--- config.mk ---
export PLATFORM = sky130hd
export DESIGN_NAME = bsh_jump_det
export DESIGN_NICKNAME = d
export VERILOG_FILES = /design/src/hw/rtl/bsh_pkg.sv /design/src/hw/rtl/bsh_jump_det.sv
export SDC_FILE = /design/constraint.sdc
export NUM_CORES = 2
export LEC_CHECK = 0
export BUFFER_PORTS_ARGS = -buffer_cell sky130_fd_sc_hd__buf_4
export CAP_MARGIN = 20
export CELL_PAD_IN_SITES_DETAIL_PLACEMENT = 1
export CELL_PAD_IN_SITES_GLOBAL_PLACEMENT = 2
export CORE_UTILIZATION = 36
export DETAILED_ROUTE_END_ITERATION = 8
export PLACE_DENSITY = 0.93
export SLEW_MARGIN = 0
export SYNTH_ARGS = -nofsm -noshare
export SYNTH_HDL_FRONTEND = slang
export SYNTH_SLANG_ARGS = --single-unit
export TNS_END_PERCENT = 20
--- constraint.sdc ---
create_clock -name vclk -period 12.6
set_input_delay 0.63 -clock vclk [all_inputs]
set_output_delay 0.63 -clock vclk [all_outputs]
set_load 0.05 [all_outputs]
--- src/hw/rtl/bsh_pkg.sv ---
// Shared types and constants for the box smoother with hold and jump lock.
// No dependencies; every other file of the block refers to this package.
`default_nettype none

package bsh_pkg;

    // Fixed field widths of the ports
    localparam int BOX_BITS      = 16;
    localparam int GAIN_BITS     = 16;
    localparam int HOLD_BITS     = 8;
    localparam int LOCK_BITS     = 8;
    localparam int JT_BITS       = 16;
    localparam int LIM_BITS      = JT_BITS + 1;
    localparam int LIM_SQ_BITS   = 2 * LIM_BITS;
    localparam int CFG_IDX_BITS  = 3;
    localparam int CFG_DATA_BITS = 16;

    // Register reset values
    localparam logic [HOLD_BITS-1:0] RST_HOLD_LIMIT       = 8'd12;
    localparam logic [LOCK_BITS-1:0] RST_LOCK_FRAMES_INIT = 8'd10;
    localparam logic [JT_BITS-1:0]   RST_JUMP_THRESHOLD   = 16'd1920;
    localparam logic [GAIN_BITS-1:0] RST_OVERRIDE_CONF    = 16'd51118;
    localparam logic [GAIN_BITS-1:0] RST_GAIN_HIGH        = 16'd22938;
    localparam logic [GAIN_BITS-1:0] RST_GAIN_LOW         = 16'd13107;
    localparam logic [GAIN_BITS-1:0] RST_GAIN_SELECT      = 16'd45875;
    localparam logic [LIM_SQ_BITS-1:0] RST_LIM_SQ =
        LIM_SQ_BITS'({RST_JUMP_THRESHOLD, 1'b0}) * LIM_SQ_BITS'({RST_JUMP_THRESHOLD, 1'b0});

    typedef enum logic [CFG_IDX_BITS-1:0] {
        CFG_HOLD_LIMIT       = 3'd0,
        CFG_LOCK_FRAMES_INIT = 3'd1,
        CFG_JUMP_THRESHOLD   = 3'd2,
        CFG_OVERRIDE_CONF    = 3'd3,
        CFG_GAIN_HIGH        = 3'd4,
        CFG_GAIN_LOW         = 3'd5,
        CFG_GAIN_SELECT      = 3'd6
    } t_cfg_idx;

    typedef enum logic [2:0] {
        SRC_NONE    = 3'd0,
        SRC_HELD    = 3'd1,
        SRC_ACQUIRE = 3'd2,
        SRC_REJECT  = 3'd3,
        SRC_SMOOTH  = 3'd4
    } t_src;

    typedef struct packed {
        logic                   has_box;
        logic [BOX_BITS-1:0]    box_confidence;
        logic [BOX_BITS-1:0]    box_x;
        logic [BOX_BITS-1:0]    box_y;
        logic [BOX_BITS-1:0]    box_width;
        logic [BOX_BITS-1:0]    box_height;
    } t_box_in;

    typedef struct packed {
        logic                   out_valid;
        logic [BOX_BITS-1:0]    out_confidence;
        logic [BOX_BITS-1:0]    out_x;
        logic [BOX_BITS-1:0]    out_y;
        logic [BOX_BITS-1:0]    out_width;
        logic [BOX_BITS-1:0]    out_height;
        t_src                   source;
    } t_box_out;

    // Register file contents as seen by the datapath
    typedef struct packed {
        logic [HOLD_BITS-1:0]   hold_limit;
        logic [LOCK_BITS-1:0]   lock_frames_init;
        logic [JT_BITS-1:0]     jump_threshold;
        logic [LIM_SQ_BITS-1:0] lim_sq;
        logic [GAIN_BITS-1:0]   override_confidence;
        logic [GAIN_BITS-1:0]   gain_high;
        logic [GAIN_BITS-1:0]   gain_low;
        logic [GAIN_BITS-1:0]   gain_select_level;
    } t_cfg;

endpackage

`default_nettype wire

--- src/hw/rtl/bsh_jump_det.sv ---
// Centre jump test on doubled centres against the doubled limit and its square.
// Uses bsh_pkg for limit widths.
`default_nettype none

module bsh_jump_det #(
    parameter int COORD_BITS = 16
) (
    input  wire logic [COORD_BITS-1:0]           i_new_x,
    input  wire logic [COORD_BITS-1:0]           i_new_y,
    input  wire logic [COORD_BITS-1:0]           i_new_w,
    input  wire logic [COORD_BITS-1:0]           i_new_h,
    input  wire logic [COORD_BITS-1:0]           i_old_x,
    input  wire logic [COORD_BITS-1:0]           i_old_y,
    input  wire logic [COORD_BITS-1:0]           i_old_w,
    input  wire logic [COORD_BITS-1:0]           i_old_h,
    input  wire logic [bsh_pkg::JT_BITS-1:0]     i_jump_threshold,
    input  wire logic [bsh_pkg::LIM_SQ_BITS-1:0] i_lim_sq,
    output logic                                 o_jump
);

    localparam int DW = COORD_BITS + 2;
    localparam int LB = bsh_pkg::LIM_BITS;
    localparam int SB = bsh_pkg::LIM_SQ_BITS;
    localparam int CW = (DW > LB) ? DW : LB;

    logic [DW-1:0] w_cx_new, w_cy_new, w_cx_old, w_cy_old;
    logic [DW-1:0] w_dx, w_dy;
    logic [LB-1:0] w_lim;
    logic [LB-1:0] w_dx_n, w_dy_n;
    logic [SB-1:0] w_sq_x, w_sq_y;
    logic [SB:0]   w_sq_sum;
    logic          w_far;

    assign w_cx_new = {1'b0, i_new_x, 1'b0} + DW'(i_new_w);
    assign w_cy_new = {1'b0, i_new_y, 1'b0} + DW'(i_new_h);
    assign w_cx_old = {1'b0, i_old_x, 1'b0} + DW'(i_old_w);
    assign w_cy_old = {1'b0, i_old_y, 1'b0} + DW'(i_old_h);

    assign w_dx = (w_cx_new > w_cx_old) ? (w_cx_new - w_cx_old) : (w_cx_old - w_cx_new);
    assign w_dy = (w_cy_new > w_cy_old) ? (w_cy_new - w_cy_old) : (w_cy_old - w_cy_new);

    assign w_lim = {i_jump_threshold, 1'b0};
    assign w_far = (CW'(w_dx) > CW'(w_lim)) || (CW'(w_dy) > CW'(w_lim));

    // squares only matter when both deltas are within the limit, so they fit LB bits
    assign w_dx_n   = LB'(w_dx);
    assign w_dy_n   = LB'(w_dy);
    assign w_sq_x   = SB'(w_dx_n) * SB'(w_dx_n);
    assign w_sq_y   = SB'(w_dy_n) * SB'(w_dy_n);
    assign w_sq_sum = (SB+1)'(w_sq_x) + (SB+1)'(w_sq_y);

    assign o_jump = w_far || (w_sq_sum > (SB+1)'(i_lim_sq));

endmodule

`default_nettype wire

**Yosys cells after proc, flatten, opt, wreduce, memory -nomap -nowiden**

Cells that the tools add are included.

- ROM bits: 0
- Memories: 0
- Output and inout port bits: 1
- Logic and storage cells: 20
- RAM bits: 0
- Flip-flop bits (word level): 0
- Bits in latches: 0
- Input bits: 178

- Multiply operators: 2
- Reduce and logical (&&, ||, !) cells: 2
- Bitwise gates (word level): 0
- Muxes and demuxes: 2
- $add $sub $neg: 9
- Div/mod/pow operators: 0
- Shifts and indexed selects: 0
- Magnitude comparators: 5
- Eq/ne operators: 0

Operator list:

| cell | count |
|---|---|
| adder 17 x 16 -> 18 bit | 4 |
| subtractor 18 bit | 4 |
| multiplier 17 x 17 -> 34 bit | 2 |
| > comparator 18 x 17 -> 1 bit | 2 |
| > comparator 18 bit | 2 |
| 2-to-1 mux 18 bit | 2 |
| adder 34 x 34 -> 35 bit | 1 |
| > comparator 35 x 34 -> 1 bit | 1 |
| logical OR 1 bit | 2 |

**Logic depth before layout (Yosys ltp)**

- Depth after elaboration: 7
- Depth in mapped cells: 61
- Depth with buffers taken out: 60

**Worst setup path after synthesis**

Ideal clock, no wire load.

- Path type: in2out
- Start point: input i_old_y[0]
- End point: output o_jump
- Stages on the path: 55
- Path buffers: 3
- Data required time: 11970 ps
- Arrival: 13041 ps
- Path slack: -1071 ps
- Path through: ha_1 -> fa_1 -> a21o_1 -> a21oi_1 -> o21bai_1 -> a21oi_1 -> o21bai_1 -> a211o_1 -> a21oi_1 -> o21ai_0 -> a31oi_1 -> xnor2_1 -> ha_1 -> buf_2 -> nand2_1 -> nor3_1 -> a21oi_1 -> nand4_1 -> [... 19 more ...] -> ha_1 -> a21o_1 -> a21o_1 -> a21oi_1 -> o21ai_0 -> or3_1 -> o211ai_1 -> nand3_1 -> a31o_2 -> a21oi_1 -> xnor2_1 -> ha_1 -> nand3_1 -> or2_2 -> nor3_1 -> nand3_1 -> a21oi_1 -> nand4_1

- Cells in the longest elaborated chain, start to end: 7
- Elaborated cells on any way between the ends: 11
- Classes of those cells: add/sub: 4; mul: 1; order compare: 3; mux: 1; reduce/logical: 2

Ends and longest elaborated chain:

| what | RTL line | RTL |
|---|---|---|
| from (decl) | bsh_jump_det.sv:13 | `input wire logic [COORD_BITS-1:0] i_old_y,` |
| adder 17 x 16 -> 18 bit (*) | bsh_jump_det.sv:37 | `assign w_cy_old = {1'b0, i_old_y, 1'b0} + DW'(i_old_h);` |
| subtractor 18 bit / > comparator 18 bit (equally long branches) | bsh_jump_det.sv:40 | `assign w_dy = (w_cy_new > w_cy_old) ? (w_cy_new - w_cy_old) : (w_cy_old - w_cy_new);` |
| 2-to-1 mux 18 bit (*) | bsh_jump_det.sv:40 |  |
| multiplier 17 x 17 -> 34 bit | bsh_jump_det.sv:49 | `assign w_sq_y = SB'(w_dy_n) * SB'(w_dy_n);` |
| adder 34 x 34 -> 35 bit | bsh_jump_det.sv:50 | `assign w_sq_sum = (SB+1)'(w_sq_x) + (SB+1)'(w_sq_y);` |
| > comparator 35 x 34 -> 1 bit | bsh_jump_det.sv:52 | `assign o_jump = w_far \|\| (w_sq_sum > (SB+1)'(i_lim_sq));` |
| logical OR 1 bit (*) | bsh_jump_det.sv:52 |  |
| to (decl) | bsh_jump_det.sv:18 | `output logic o_jump` |

Every way passes the cells marked *; elsewhere a longest branch is shown, timed or not.

**Worst setup path after layout**

- Start point: input i_old_x[0]
- End point: output o_jump

- Cells in the longest elaborated chain, start to end: 7
- Elaborated cells on any way between the ends: 11
- Classes of those cells: add/sub: 4; mul: 1; order compare: 3; mux: 1; reduce/logical: 2

Ends and longest elaborated chain:

| what | RTL line | RTL |
|---|---|---|
| from (decl) | bsh_jump_det.sv:12 | `input wire logic [COORD_BITS-1:0] i_old_x,` |
| adder 17 x 16 -> 18 bit (*) | bsh_jump_det.sv:36 | `assign w_cx_old = {1'b0, i_old_x, 1'b0} + DW'(i_old_w);` |
| subtractor 18 bit / > comparator 18 bit (equally long branches) | bsh_jump_det.sv:39 | `assign w_dx = (w_cx_new > w_cx_old) ? (w_cx_new - w_cx_old) : (w_cx_old - w_cx_new);` |
| 2-to-1 mux 18 bit (*) | bsh_jump_det.sv:39 |  |
| multiplier 17 x 17 -> 34 bit | bsh_jump_det.sv:48 | `assign w_sq_x = SB'(w_dx_n) * SB'(w_dx_n);` |
| adder 34 x 34 -> 35 bit | bsh_jump_det.sv:50 |  |
| > comparator 35 x 34 -> 1 bit | bsh_jump_det.sv:52 |  |
| logical OR 1 bit (*) | bsh_jump_det.sv:52 |  |

Marks and branches as above.

==> results.yml <==
outcome:
  status: "complete, but fails checks"
  violations: "negative setup slack"
finish:
  nClkBuffers: 0
  syn2layout_area_growth_pct: 33.2
  drive_above_1_share_pct: 28.5
  final_area_sq_um: 32300
  n_sequential_cell: 0
  regArea_sq_um: 0
  fillerInstances: 7921
  postLayoutCoreUtil_pct: 48.8
  finalNetCount: 4711
placement:
  finalWeightedCongestion: 0.931
  dp_hpwl_um: 77200
  placed_area_sq_um: 31300
  io_buffers: 179
  dp_slack_ns: -2.03
critical_path:
  cp.arrival_ns: 14.06
  crit_path_end_kind: "output pin"
  cp_common_cell: "buf_4"
  critPathSlowestCell: "fa_1"
  cp.required_ns: 11.97
  slowest_delay_ns: 0.74
  start_kind: "primary input"
  crit_type: "primary input to output pin"
  cp_max_fo: 6
floorplan:
  die_area_sq_um: 68500
  initial_core_util_pct: 36.7
  core-area_sq_um: 66200
  top_level_ports: 179
  die_h_um: 262
  die_w_um: 262
  placement_rows: 94
sta:
  rsz0062_at_grt: "true"
  slew_viol_final: 0
  slew_headroom_pct: 38.3
  hold_viol_final: 0
  max_freq_mhz: 68.1
  fin_crit_ns: 14.69
  setup_slack_ns: -2.09
  setup_viol: 1
  whs_ns: 2.21
  tightest_slew_ns: 0.916
  period_share_pct: 117
grt:
  grt_max_degree: 18
  grt_overflow: 0
  grt_util_all_layers_pct: 26.6
  grt_pass1_wl_um: 142000
  grt_pass1_vias: 27213
  antenna_found_initial: 2
detailed_routing:
  wl_met1_um: 36100
  wl_um: 98300
  ant_nets: 0
  viasPerCell: 5.28
  wl_met2_um: 51500
  drtIter0Drc: 1364
  firstDrtPassIters: 5
  dr_wl_met3_um: 4910
  top_layer: "met5"
  wl_per_cell_um: 21.6
  vias: 24039
  drc_errors: 0
synth:
  seq_area_frac_synth_pct: 0
  yosysUniqueCellTypes: 75
  netlist_instances: 2901
  syn_avg_cell_area_sq_um: 8.37
  synth_area_sq_um: 24300
  yosys_warnings: 0
  synth_fp_nets: 3926
hold_path:
  min_from: "i_new_x[15]"
  hold_path_end: "o_jump"
  whs_path_depth: 7
  hp-class: "primary input to output pin"
flow_run:
  maxCapViolations: 0
[final cells by class]
type	count	area [sq um]	area share [%]
Tap cell	864	1080	3.34
Antenna cell	2	5.00	0.0155
Timing Repair Buffer	844	6430	19.9
Inverter	779	2950	9.12
Multi-Input combinational cell	2061	21900	67.6
[cells in the final DEF (no fill, tap or decap), drive strengths merged, types with 4 or more instances in the layout]
cell type	netlist	layout
a211o	9	9
a211oi	15	15
a21boi	7	7
a21o	72	72
a21oi	141	141
a311oi	4	4
a31oi	13	13
and2	7	7
and3	14	14
buf	39	844
clkinv	9	6
fa	453	453
ha	394	394
inv	770	772
mux2	4	4
mux2i	11	11
nand2	211	211
nand2b	8	8
nand3	32	32
nand4	27	27
nor2	237	237
nor2b	23	23
nor3	41	41
o211ai	10	10
o21a	14	14
o21ai	82	82
o21bai	22	22
o221ai	5	5
o31ai	6	6
or2	7	7
or3	11	11
xnor2	88	88
xor2	48	48
[logic make-up after synthesis]
| group | count (synthesis) | synth area share, % |
|---|---|---|
| adders and majority gates | 847 | 57.7 |
| and+or+nand+nor | 627 | 11.3 |
| muxes | 15 | 0.655 |
| AOI/OAI and AO/OA | 435 | 11.7 |
| xor gates and xnor gates | 137 | 5.46 |
| buffers and inverters | 840 | 13.3 |
[worst max-delay path, delay by kind of cell]
kind / cells / cell delay [ns]
adder cells (fa/ha/maj): 13 / 5.04
AO/OA/AOI/OAI: 21 / 3.69
buffers and inverters: 23 / 2.82
AND/OR/NAND/NOR: 7 / 1.23
XOR/XNOR: 2 / 0.35
multiplexers: 1 / 0.28
[worst max-delay path by stage]
stage                           from      to  cells past startpoint
after floorplan           i_old_y[0]  o_jump                     56
after global placement    i_new_x[0]  o_jump                     58
after detailed placement  i_new_x[0]  o_jump                     61
after CTS                 i_new_x[0]  o_jump                     62
after global routing      i_old_x[0]  o_jump                     63
final                     i_old_x[0]  o_jump                     67
[through the flow]
stage               instances  TNS [ns]
floorplan                2901    -0.409
global placement         4492     -1.63
detailed placement       4492     -2.03
CTS                      4535     -1.34
global route             4548     -2.45
finish                   4550     -2.09
[routing by layer]
layer	GRT usage (%)	up-vias
li1	-	10572
met1	30.7	12166
met2	50.1	915
met3	2.17	384
met4	10.6	2
met5	0	-
[synth_stat cells (4+ instances only)]
cell type	instances	area share (%)
inv_1	754	12
nor2_1	234	3.6
a21boi_0	7	0.22
o21bai_1	22	0.68
a211oi_1	13	0.40
and3_1	14	0.36
clkbuf_1	22	0.34
or2_2	7	0.18
and2_1	7	0.18
nand4_1	27	0.70
nor3_1	40	0.82
a21o_1	72	2.2
nand3_1	32	0.66
a21oi_1	139	2.9
nand2b_1	8	0.21
xor2_1	43	1.6
o221ai_1	5	0.18
mux2i_1	11	0.45
a31oi_1	12	0.31
o21a_1	14	0.43
clkinv_1	9	0.14
a211o_1	9	0.32
buf_2	31	0.64
a311oi_1	4	0.14
nor2b_1	23	0.59
o31ai_1	6	0.19
inv_2	16	0.25
xnor2_1	81	2.9
o211ai_1	10	0.31
xnor2_2	5	0.34
ha_1	394	20
or3_1	11	0.28
fa_1	453	37
nand2_1	211	3.3
buf_4	4	0.12
o21ai_0	76	1.6
xor2_2	5	0.34
[timing repair]
| action | in CTS | in global routing |
|---|---|---|
| hold endpoints to repair | 0 | 0 |
| endpoints found under the setup margin | 1 | 1 |
| gates resized for setup | 106 | 52 |
| setup buffers | 43 | 13 |
| pin swaps | 80 | 59 |
| hold buffers | 0 | 0 |
Power is left out: the tool's default activity adds up to more than one toggle a clock period on the data nets, which glitch-free logic cannot reach.
