<file path="src/hw/rtl/bsh_pkg.sv">
// Shared types and constants for the box smoother with hold and jump lock.
// No dependencies; every other file of the block refers to this package.
`default_nettype none

package bsh_pkg;

    // Fixed field widths of the ports
    localparam int BOX_BITS      = 16;
    localparam int GAIN_BITS     = 16;
    localparam int HOLD_BITS     = 8;
    localparam int LOCK_BITS     = 8;
    localparam int JT_BITS       = 16;
    localparam int LIM_BITS      = JT_BITS + 1;
    localparam int LIM_SQ_BITS   = 2 * LIM_BITS;
    localparam int CFG_IDX_BITS  = 3;
    localparam int CFG_DATA_BITS = 16;

    // Register reset values
    localparam logic [HOLD_BITS-1:0] RST_HOLD_LIMIT       = 8'd12;
    localparam logic [LOCK_BITS-1:0] RST_LOCK_FRAMES_INIT = 8'd10;
    localparam logic [JT_BITS-1:0]   RST_JUMP_THRESHOLD   = 16'd1920;
    localparam logic [GAIN_BITS-1:0] RST_OVERRIDE_CONF    = 16'd51118;
    localparam logic [GAIN_BITS-1:0] RST_GAIN_HIGH        = 16'd22938;
    localparam logic [GAIN_BITS-1:0] RST_GAIN_LOW         = 16'd13107;
    localparam logic [GAIN_BITS-1:0] RST_GAIN_SELECT      = 16'd45875;
    localparam logic [LIM_SQ_BITS-1:0] RST_LIM_SQ =
        LIM_SQ_BITS'({RST_JUMP_THRESHOLD, 1'b0}) * LIM_SQ_BITS'({RST_JUMP_THRESHOLD, 1'b0});

    typedef enum logic [CFG_IDX_BITS-1:0] {
        CFG_HOLD_LIMIT       = 3'd0,
        CFG_LOCK_FRAMES_INIT = 3'd1,
        CFG_JUMP_THRESHOLD   = 3'd2,
        CFG_OVERRIDE_CONF    = 3'd3,
        CFG_GAIN_HIGH        = 3'd4,
        CFG_GAIN_LOW         = 3'd5,
        CFG_GAIN_SELECT      = 3'd6
    } t_cfg_idx;

    typedef enum logic [2:0] {
        SRC_NONE    = 3'd0,
        SRC_HELD    = 3'd1,
        SRC_ACQUIRE = 3'd2,
        SRC_REJECT  = 3'd3,
        SRC_SMOOTH  = 3'd4
    } t_src;

    typedef struct packed {
        logic                   has_box;
        logic [BOX_BITS-1:0]    box_confidence;
        logic [BOX_BITS-1:0]    box_x;
        logic [BOX_BITS-1:0]    box_y;
        logic [BOX_BITS-1:0]    box_width;
        logic [BOX_BITS-1:0]    box_height;
    } t_box_in;

    typedef struct packed {
        logic                   out_valid;
        logic [BOX_BITS-1:0]    out_confidence;
        logic [BOX_BITS-1:0]    out_x;
        logic [BOX_BITS-1:0]    out_y;
        logic [BOX_BITS-1:0]    out_width;
        logic [BOX_BITS-1:0]    out_height;
        t_src                   source;
    } t_box_out;

    // Register file contents as seen by the datapath
    typedef struct packed {
        logic [HOLD_BITS-1:0]   hold_limit;
        logic [LOCK_BITS-1:0]   lock_frames_init;
        logic [JT_BITS-1:0]     jump_threshold;
        logic [LIM_SQ_BITS-1:0] lim_sq;
        logic [GAIN_BITS-1:0]   override_confidence;
        logic [GAIN_BITS-1:0]   gain_high;
        logic [GAIN_BITS-1:0]   gain_low;
        logic [GAIN_BITS-1:0]   gain_select_level;
    } t_cfg;

endpackage

`default_nettype wire

</file>
<file path="src/hw/rtl/bsh_ema.sv">
// One field of the moving average: (a*new + (65536-a)*old) >> 16, truncated.
// Uses bsh_pkg for the gain width.
`default_nettype none

module bsh_ema #(
    parameter int W = 16
) (
    input  wire logic [bsh_pkg::GAIN_BITS-1:0] i_gain,
    input  wire logic [W-1:0]                  i_new,
    input  wire logic [W-1:0]                  i_old,
    output logic      [W-1:0]                  o_avg
);

    localparam int GB = bsh_pkg::GAIN_BITS;

    // old*2^16 + a*(new-old) equals the two-product form exactly
    logic signed [W:0]      w_diff;
    logic signed [W+GB:0]   w_prod;
    logic signed [W+GB+1:0] w_total;

    assign w_diff  = $signed({1'b0, i_new}) - $signed({1'b0, i_old});
    assign w_prod  = (W+GB+1)'(w_diff) * (W+GB+1)'($signed({1'b0, i_gain}));
    assign w_total = $signed({2'b00, i_old, {GB{1'b0}}}) + $signed({w_prod[W+GB], w_prod});
    assign o_avg   = w_total[W+GB-1:GB];

endmodule

`default_nettype wire

</file>
<file path="config.mk">
export PLATFORM = sky130hd
export DESIGN_NAME = bsh_ema
export DESIGN_NICKNAME = d
export VERILOG_FILES = /design/src/hw/rtl/bsh_pkg.sv /design/src/hw/rtl/bsh_ema.sv
export SDC_FILE = /design/constraint.sdc
export NUM_CORES = 1
export LEC_CHECK = 0
export BUFFER_PORTS_ARGS = -buffer_cell sky130_fd_sc_hd__clkbuf_2
export CAP_MARGIN = 20
export CORE_UTILIZATION = 34
export DETAILED_ROUTE_END_ITERATION = 12
export SYNTH_ARGS = -nofsm -noshare
export SYNTH_HDL_FRONTEND = slang
export SYNTH_SLANG_ARGS = --single-unit
</file>
<file path="constraint.sdc">
create_clock -name vclk -period 17
set_input_delay 3.4 -clock vclk [all_inputs]
set_output_delay 3.4 -clock vclk [all_outputs]
set_load 0.01 [all_outputs]
</file>
Word-level counts from Yosys, hierarchy flattened
Index checks and enable logic that the tools add are counted.
{ "totals": {"regBits": 0, "out_inout_bits": 16, "wordCells": 3, "in_bits": 48} }
{ "op_classes": {"addsub": 2, "multipliers": 1} }
{ "ops": {"columns": ["operator", "n"], "rows": [
  ["adder 32 bit", 1],
  ["multiplier 17 x 17 -> 32 bit", 1],
  ["subtractor 16 x 16 -> 17 bit", 1]
]} }

Logic depth before layout (Yosys ltp)
Gate-level depths: netlist (run 1).
{ "logic_depth": {"depth_word": 3, "mapped_depth": 32, "mapped_depth_nobuf": 31} }

Worst setup path before layout (run 1)
No wires, ideal clock.
{ "synth_path": {"kind": "input to output", "startpoint": "input port i_new[0]", "endpoint": "output port o_avg[15]", "stages": 29, "path_buffers": 1, "arrival_time_ps": 10622, "required_time_ps": 13600, "path_slack_ps": 2978, "path_cell_list": "inv_1 ha_1 fa_1 nor2b_1 o31a_1 o2111ai_1 a21boi_1 o21bai_1 a211oi_1 clkbuf_1 nand2_1 fa_1 fa_1 fa_1 inv_1 fa_1 fa_1 inv_1 fa_1 inv_1 ha_1 a2111oi_0 nor3_1 o21a_1 o21ai_2 a31oi_4 a221o_1 a31oi_1 xnor2_1"} }
{ "synth_between": {"elab_chain_len": 3} }
{ "synth_rtl": {"columns": ["item", "line", "text"], "rows": [
  ["from (decl)", "bsh_ema.sv:9", "input wire logic [W-1:0] i_new,"],
  ["subtractor 16 x 16 -> 17 bit", "bsh_ema.sv:21", "assign w_diff = $signed({1'b0, i_new}) - $signed({1'b0, i_old});"],
  ["multiplier 17 x 17 -> 32 bit", "bsh_ema.sv:22", "assign w_prod = (W+GB+1)'(w_diff) * (W+GB+1)'($signed({1'b0, i_gain}));"],
  ["adder 32 bit", "bsh_ema.sv:23", "assign w_total = $signed({2'b00, i_old, {GB{1'b0}}}) + $signed({w_prod[W+GB], w_prod});"],
  ["to (decl)", "bsh_ema.sv:11", "output logic [W-1:0] o_avg"]
]} }
Every way passes these cells.

Worst setup path after layout (run 1)
{ "layout_path": {"startpoint": "input port i_old[1]", "endpoint": "output port o_avg[15]"} }
{ "layout_between": {"elab_chain_len": 3} }
{ "layout_rtl": {"columns": ["item", "line", "text"], "rows": [
  ["from (decl)", "bsh_ema.sv:10", "input wire logic [W-1:0] i_old,"],
  ["subtractor 16 x 16 -> 17 bit", "bsh_ema.sv:21", null],
  ["multiplier 17 x 17 -> 32 bit", "bsh_ema.sv:22", null],
  ["adder 32 bit *", "bsh_ema.sv:23", null]
]} }
Every way passes the cells marked *; elsewhere a longest branch is shown, timed or not.

==> flow_summary_export.csv, run 1 <==
group,metric,value,unit
yosys,syn_inst,1266,
final_layout,fill_cells,3371,
yosys,synth_cell_types,49,
timing,finalCriticalPeriod,14.95,ns
worst_setup_path,critical_path.slowest_cell,"or4b_1",
cts,post_cts_buffers,0,
timing,rsz0062_at_grt,"false",
worst_setup_path,critPathLaunch,"i_old[1]",
floorplanning,die_y,185,um
yosys,yosysTopAreaCellShare,50.0,%
final_layout,final_layout_size_suffix_gt1_share,6.98,%
floorplanning,core,32800,um2
route,wl,27.5,mm
worst_hold_path,holdPathStages,7,
timing,slew_viol_final,0,
yosys,yosysTopAreaCell,"fa_1",
worst_setup_path,crit_path_start_kind,"input port",
floorplanning,initial_core_util,34.8,%
final_layout,multi_input_area,9840,um2
final_layout,seq_cell_count,0,
floorplanning,top_level_ports,64,
timing,timing.fmax,0.0669,GHz
yosys,yosysWarnings,0,
place,portBuffers,64,
timing,hold_violations,0,
grt,globalRouteOverflowTotal,0,
yosys,synth_area,11400,um2
worst_setup_path,end_kind,"output port",
cts,cts_hold_buffers,0,
timing,tightest_slew,1.06,ns
timing,setup_viol,0,
final_layout,finalNetCount,1750,
yosys,synth_area_leaders,"fa_1 50%, inv_1 13%, ha_1 12%, and2_1 7.4%, xnor2_1 2.9%",
route,via_per_inst,4.55,
worst_setup_path,cpMostUsedCell,"fa_1",
route,drt-initial-drc-count,326,
final_layout,clkbuf_count,0,
final_layout,syn_to_final_growth,7.57,%
grt,antenna_found_initial,1,
grt,grt_max_degree,19,
timing,finalSetupTns,0,ns
timing,maxSlewHeadroom,29.1,%
cts,cts_resized,0,
job,drv_cap,0,
grt,grtUsageTotal,17.6,%
floorplanning,die_w,185,um
yosys,syn-mean-instance-area,9.01,um2
yosys,yosysMostFrequentCell,"inv_1",
worst_setup_path,cp.arrival,11.55,ns
place,gp_congestion,0.811,
worst_hold_path,hold_start,"i_new[15]",
worst_setup_path,critical_path_class,"in2out",
yosys,synth_common_cells,"389 x inv_1, 285 x fa_1, 134 x and2_1",
yosys,syn_nets,1710,
grt,grt_pass1_wl,46.8,mm
worst_setup_path,crit_fanout,16,
worst_setup_path,cpPeakStageDelay,0.59,ns
floorplanning,std_cell_rows,66,
worst_setup_path,required,13.60,ns
route,antenna_left,0,
final_layout,ff_latch_area,0,um2
timing,period_share,87.9,%
grt,grt_pass1_vias,9024,
route,wl_per_cell,15.7,um
worst_hold_path,hp-class,"in2out",
floorplanning,dieArea,34300,um2
route,vias,7945,
run_status,status,"complete, no violations",
yosys,seq_area_frac_synth,0,%
place,post-dp-hpwl,23.5,mm
route,drt_first_pass_iters,5,
route,drc,0,
[stage by stage]
step	setup WS [ns]	hold WS (ns)	cells	utilization, %	cell area [um2]
5_1_grt	1.43	7.75	1746	37.4	12300
6_report	2.05	7.68	1747	37.4	12300
2_1_floorplan	2.98	7.21	1266	-	11400
3_5_place_dp	2.05	7.69	1746	37.4	12300
3_3_place_gp	2.16	7.67	1746	37.4	12300
4_1_cts	2.04	7.70	1746	37.4	12300
[path summary, 6_finish.rpt]
kind | to | slack, ns
worst max-delay path | o_avg[15] | 2.05
worst min-delay path | o_avg[15] | 7.68
[routing by layer]
metal  share of wire (%)  track usage [%]
met1                  44             23.3
met2                  51             32.5
met3                 3.4            0.610
met4                 1.4             2.31
met5                   0                0
[kinds of logic (layout without fill, tap and decap cells)]
family	count (synthesis)	in the layout	share of synthesized area, %
adders and majority gates	397	397	62.3
buffers and inverters	427	465	14.1
xor gates and xnor gates	47	47	3.61
other	0	1	0
muxes	1	1	0.0878
AOI/OAI and AO/OA	72	72	4.53
and+or+nand+nor	322	322	15.4
[layout by cell type (no fill, tap or decap), types with 2 or more instances in the layout]
master	Yosys	final
nor3_1	5	5
inv_1	389	389
fa_1	285	285
xnor2_1	38	33
buf_4	0	12
o31ai_1	4	4
a21oi_1	16	15
xor2_1	9	9
and2_1	134	134
nand2_1	86	86
nand3_1	9	9
nor2_1	18	17
and3_1	11	11
a2111oi_2	2	2
a211oi_1	2	2
o21a_1	7	7
o21ai_1	3	3
ha_1	111	111
xnor2_2	0	5
a21boi_1	2	2
a21o_1	9	9
o21bai_1	2	2
a21boi_0	2	2
nand2b_1	13	13
nor2b_1	37	37
clkbuf_2	0	64
o21ai_0	9	9
o2111ai_1	2	2
a31oi_1	2	2
[worst max-delay path: cells and delay by family]
family	cells	cell delay [ns]
AND/OR/NAND/NOR	5	1.45
AO/OA/AOI/OAI	10	2.37
XOR/XNOR	1	0.14
adder cells (fa/ha/maj)	8	3.65
buffers and inverters	6	0.56
[layout make-up]
cell class,instances,share of cell area [%]
diodes,1,0.0204
inverters,389,11.9
multi-input cells,839,80.2
repair buffers,76,3.35
well taps,442,4.51
==> run 2: changes to the inputs <==
==> constraint.sdc (replaced) <==
create_clock -name vclk -period 13.55
set_input_delay 2.71 -clock vclk [all_inputs]
set_output_delay 2.71 -clock vclk [all_outputs]
set_load 0.01 [all_outputs]
==> flow_summary_export.csv, run 2 (synthesized netlist as in run 1, its figures left out) <==
group,metric,value,unit
run_status,status,"complete, no violations",
worst_setup_path,critPathLaunch,"i_old[0]",
place,dp_cells,1764,
timing,finalCriticalPeriod,13.13,ns
route,vias,8046,
final_layout,final_layout_size_suffix_gt1_share,8.92,%
final_layout,syn_to_final_growth,9.31,%
floorplanning,initial_core_util,34.8,%
worst_setup_path,required,10.84,ns
final_layout,clkbuf_count,0,
route,via_per_inst,4.56,
worst_setup_path,cpMostUsedCell,"fa_1",
worst_setup_path,timing.critical_path.buf_inv,7,
timing,setup_viol,0,
route,drc,0,
worst_setup_path,end_kind,"output port",
final_layout,finalNetCount,1769,
worst_setup_path,cp.arrival,10.42,ns
timing,slew_viol_final,0,
floorplanning,top_level_ports,64,
route,wl,27.9,mm
timing,timing.fmax,0.0762,GHz
timing,period_share,96.9,%
floorplanning,std_cell_rows,66,
floorplanning,core,32800,um2
timing,hold_violations,0,
timing,finalSetupTns,0,ns
final_layout,layout_commonest_cell,"inv_1",
worst_setup_path,cpPeakStageDelay,0.55,ns
place,portBuffers,64,
route,drt-initial-drc-count,369,
place,dpl_cell_area,12400,um2
floorplanning,die_w,185,um
route,drt_first_pass_iters,5,
route,antenna_left,0,
worst_setup_path,crit_family,"adder cells",
route,wl_per_cell,15.8,um
worst_setup_path,crit_path_start_kind,"input port",
worst_hold_path,hp-class,"in2out",
grt,globalRouteOverflowTotal,0,
timing,tightest_slew,1.03,ns
worst_hold_path,hold_start,"i_new[15]",
grt,grt_pass1_vias,8894,
final_layout,layout.cells.non_filler,1766,
place,gp_congestion,0.850,
grt,grt_max_degree,19,
final_layout,seq_cell_count,0,
final_layout,final_core_util,38.0,%
grt,grtUsageTotal,17.6,%
worst_setup_path,critical_path_class,"in2out",
worst_setup_path,critical_path.slowest_cell,"fa_1",
timing,maxSlewHeadroom,31.0,%
floorplanning,dieArea,34300,um2
place,post-dp-hpwl,24.1,mm
final_layout,layout_common_cells,"387 x inv_1, 283 x fa_1, 134 x and2_1",
worst_setup_path,crit_fanout,14,
floorplanning,die_y,185,um
final_layout,ff_latch_area,0,um2
grt,grt_pass1_wl,46.5,mm
grt,antenna_found_initial,2,
job,drv_cap,0,
final_layout,final_area,12500,um2
## run 2: tightest hold or removal path, stage by stage
cell and delay [ns]:
clkbuf_2 0.10, ha_1 0.16, nor2_1 0.05, nand2_1 0.07, xnor2_1 0.14, xnor2_1 0.17
clkbuf_2 0.12
## run 2: repair_timing
action / CTS / global route
setup endpoints to repair: 0 / 9
gates resized for setup: 0 / 17
setup buffers: 0 / 1
hold endpoints to repair: 0 / 0
hold buffers: 0 / 0
## run 2: area by class of cell
class	instances	area [um2]
fillers	3373	20300
multi-input cells	839	9870
diodes	1	2.50
repair buffers	95	569
inverters	389	1460
well taps	442	553
## run 2: per-stage QoR
step / setup slack [ns] / hold slack (ns)
detailed placement: 0.253 / 6.24
floorplan: 0.908 / 5.83
CTS: 0.226 / 6.25
global route: -0.0130 / 6.32
finish: 0.420 / 6.23
global placement: 0.387 / 6.25
## run 2: per-layer routing
layer	global-route usage (%)	vias to the layer above	wire length, um
met4	2.68	0	444
met3	0.944	18	1200
li1	-	3758	-
met1	22.5	4106	11800
met2	33.1	164	14500
met5	0	-	0
## run 2: final timing paths
path / cells after the start / slack (ns) / to
setup / recovery: 30 / 0.42 / o_avg[15]
hold / removal: 7 / 6.23 / o_avg[15]
==> run 3: changes to the inputs <==
--- a/config.mk
+++ b/config.mk
@@ -5,8 +5,8 @@
 export SDC_FILE = /design/constraint.sdc
 export NUM_CORES = 1
 export LEC_CHECK = 0
+export ABC_AREA = 1
 export BUFFER_PORTS_ARGS = -buffer_cell sky130_fd_sc_hd__clkbuf_2
-export CAP_MARGIN = 20
 export CORE_UTILIZATION = 34
 export DETAILED_ROUTE_END_ITERATION = 12
 export SYNTH_ARGS = -nofsm -noshare
==> flow_summary_export.csv, run 3 <==
group,metric,value,unit
final_layout,clkbuf_count,0,
final_layout,antenna_cells,0,
final_layout,seq_cell_count,0,
yosys,seq_area_frac_synth,0,%
floorplanning,die_w,190,um
grt,grt_pass1_vias,10697,
yosys,synth_area_leaders,"fa_1 47%, inv_1 15%, ha_1 12%, nand2_1 6.6%, nor2_1 6.6%",
yosys,yosysMostFrequentCell,"inv_1",
grt,globalRouteOverflowTotal,0,
timing,worst_slack,0.439,ns
floorplanning,top_level_ports,64,
floorplanning,initial_core_util,34.7,%
worst_setup_path,cpMostUsedCell,"inv_1",
yosys,syn-mean-instance-area,7.72,um2
floorplanning,dieArea,36100,um2
timing,rsz0062_at_grt,"false",
worst_hold_path,hp-class,"in2out",
final_layout,layout_common_cells,"473 x inv_1, 284 x fa_1, 211 x nand2_1",
final_layout,layout_commonest_cell,"inv_1",
route,wl_per_cell,16.0,um
place,gp_congestion,0.907,
timing,hold_violations,0,
yosys,syn_inst,1558,
worst_setup_path,required,10.84,ns
worst_setup_path,crit_path_start_kind,"input port",
worst_setup_path,critical_path.slowest_cell,"fa_2",
yosys,synth_common_cells,"473 x inv_1, 285 x fa_1, 211 x nand2_1",
place,portBuffers,64,
final_layout,finalNetCount,2048,
route,vias,9806,
worst_setup_path,cpPeakStageDelay,0.80,ns
timing,period_share,96.8,%
worst_setup_path,end_kind,"output port",
worst_setup_path,critPathLaunch,"i_old[9]",
floorplanning,die_y,190,um
yosys,synth_cell_types,40,
worst_setup_path,crit_fanout,11,
grt,grt_max_degree,18,
grt,grtUsageTotal,19.3,%
route,drt_first_pass_iters,5,
floorplanning,std_cell_rows,68,
floorplanning,core,34700,um2
final_layout,syn_to_final_growth,7.02,%
cts,cts_hold_buffers,0,
place,post-dp-hpwl,29.4,mm
timing,tightest_slew,0.819,ns
grt,grt_pass1_wl,54.2,mm
timing,finalCriticalPeriod,13.11,ns
grt,antenna_found_initial,0,
worst_hold_path,hold_start,"i_gain[15]",
job,drv_cap,0,
route,antenna_left,0,
final_layout,ff_latch_area,0,um2
yosys,synth_area,12000,um2
yosys,yosysTopAreaCell,"fa_1",
timing,maxSlewHeadroom,45.2,%
route,drt-initial-drc-count,527,
route,drc,0,
timing,setup_viol,0,
worst_setup_path,critical_path_class,"in2out",
place,dp_worst_setup_slack,0.0313,ns
route,via_per_inst,4.77,
route,wl,32.9,mm
worst_setup_path,cp.arrival,10.40,ns
timing,timing.fmax,0.0763,GHz
run_status,status,"complete, no violations",
yosys,syn_nets,2002,
yosys,yosysWarnings,0,
yosys,yosysTopAreaCellShare,47.4,%
final_layout,final_layout_size_suffix_gt1_share,6.99,%
timing,slew_viol_final,0,
[run 3: stage by stage]
step	std cells	instance area, um2	utilization, %	hold slack [ns]	setup TNS [ns]
5_1_grt	2057	12900	37.1	6.12	0
6_report	2057	12900	37.1	6.03	0
3_3_place_gp	2057	12900	37.1	6.02	-0.0467
4_1_cts	2057	12900	37.1	6.04	0
3_5_place_dp	2057	12900	37.1	6.03	0
2_1_floorplan	1558	12000	-	5.79	0
[run 3: final timing paths]
path | slack (ns) | cells past startpoint | endpoint
hold / removal | 6.03 | 8 | o_avg[15]
setup / recovery | 0.44 | 29 | o_avg[15]
[run 3: what timing repair did]
item | in CTS | in global routing
endpoints found under the setup margin | 0 | 7
resized for setup | 0 | 3
hold endpoints to repair | 0 | 0
setup buffers | 0 | 0
[run 3: final cells by class]
class                      count  area [um2]
fill                        3718       21800
inverter                     484        1820
multi-input combinational   1042       10100
tap                          455         569
timing repair buffer          76         410
[run 3: critical path, delay by kind of cell]
kind | cells | cell delay [ns]
buffers and inverters | 8 | 0.87
AND/OR/NAND/NOR | 6 | 1.15
AO/OA/AOI/OAI | 7 | 1.57
adder cells (fa/ha/maj) | 8 | 4.06
[run 3: cell families (layout without fill, tap and decap cells)]
kind of cell / count (synthesis) / in the layout / share of synthesized area (%)
fa+ha+maj: 396 / 396 / 59.0
simple gates: 512 / 512 / 17.3
xor+xnor: 28 / 28 / 2.16
compound gates: 106 / 106 / 5.25
buf+inv: 516 / 560 / 16.3
[run 3: routing by layer]
| layer | global-route usage (%) | wire, um |
|---|---|---|
| met4 | 4.78 | 957 |
| met1 | 24.4 | 13700 |
| met3 | 1.49 | 1750 |
| met2 | 35.3 | 16500 |
| met5 | 0 | 0 |
Power of run 3 is not shown: default switching activity piles up to over one toggle a cycle in this logic, so the estimate is an artifact.
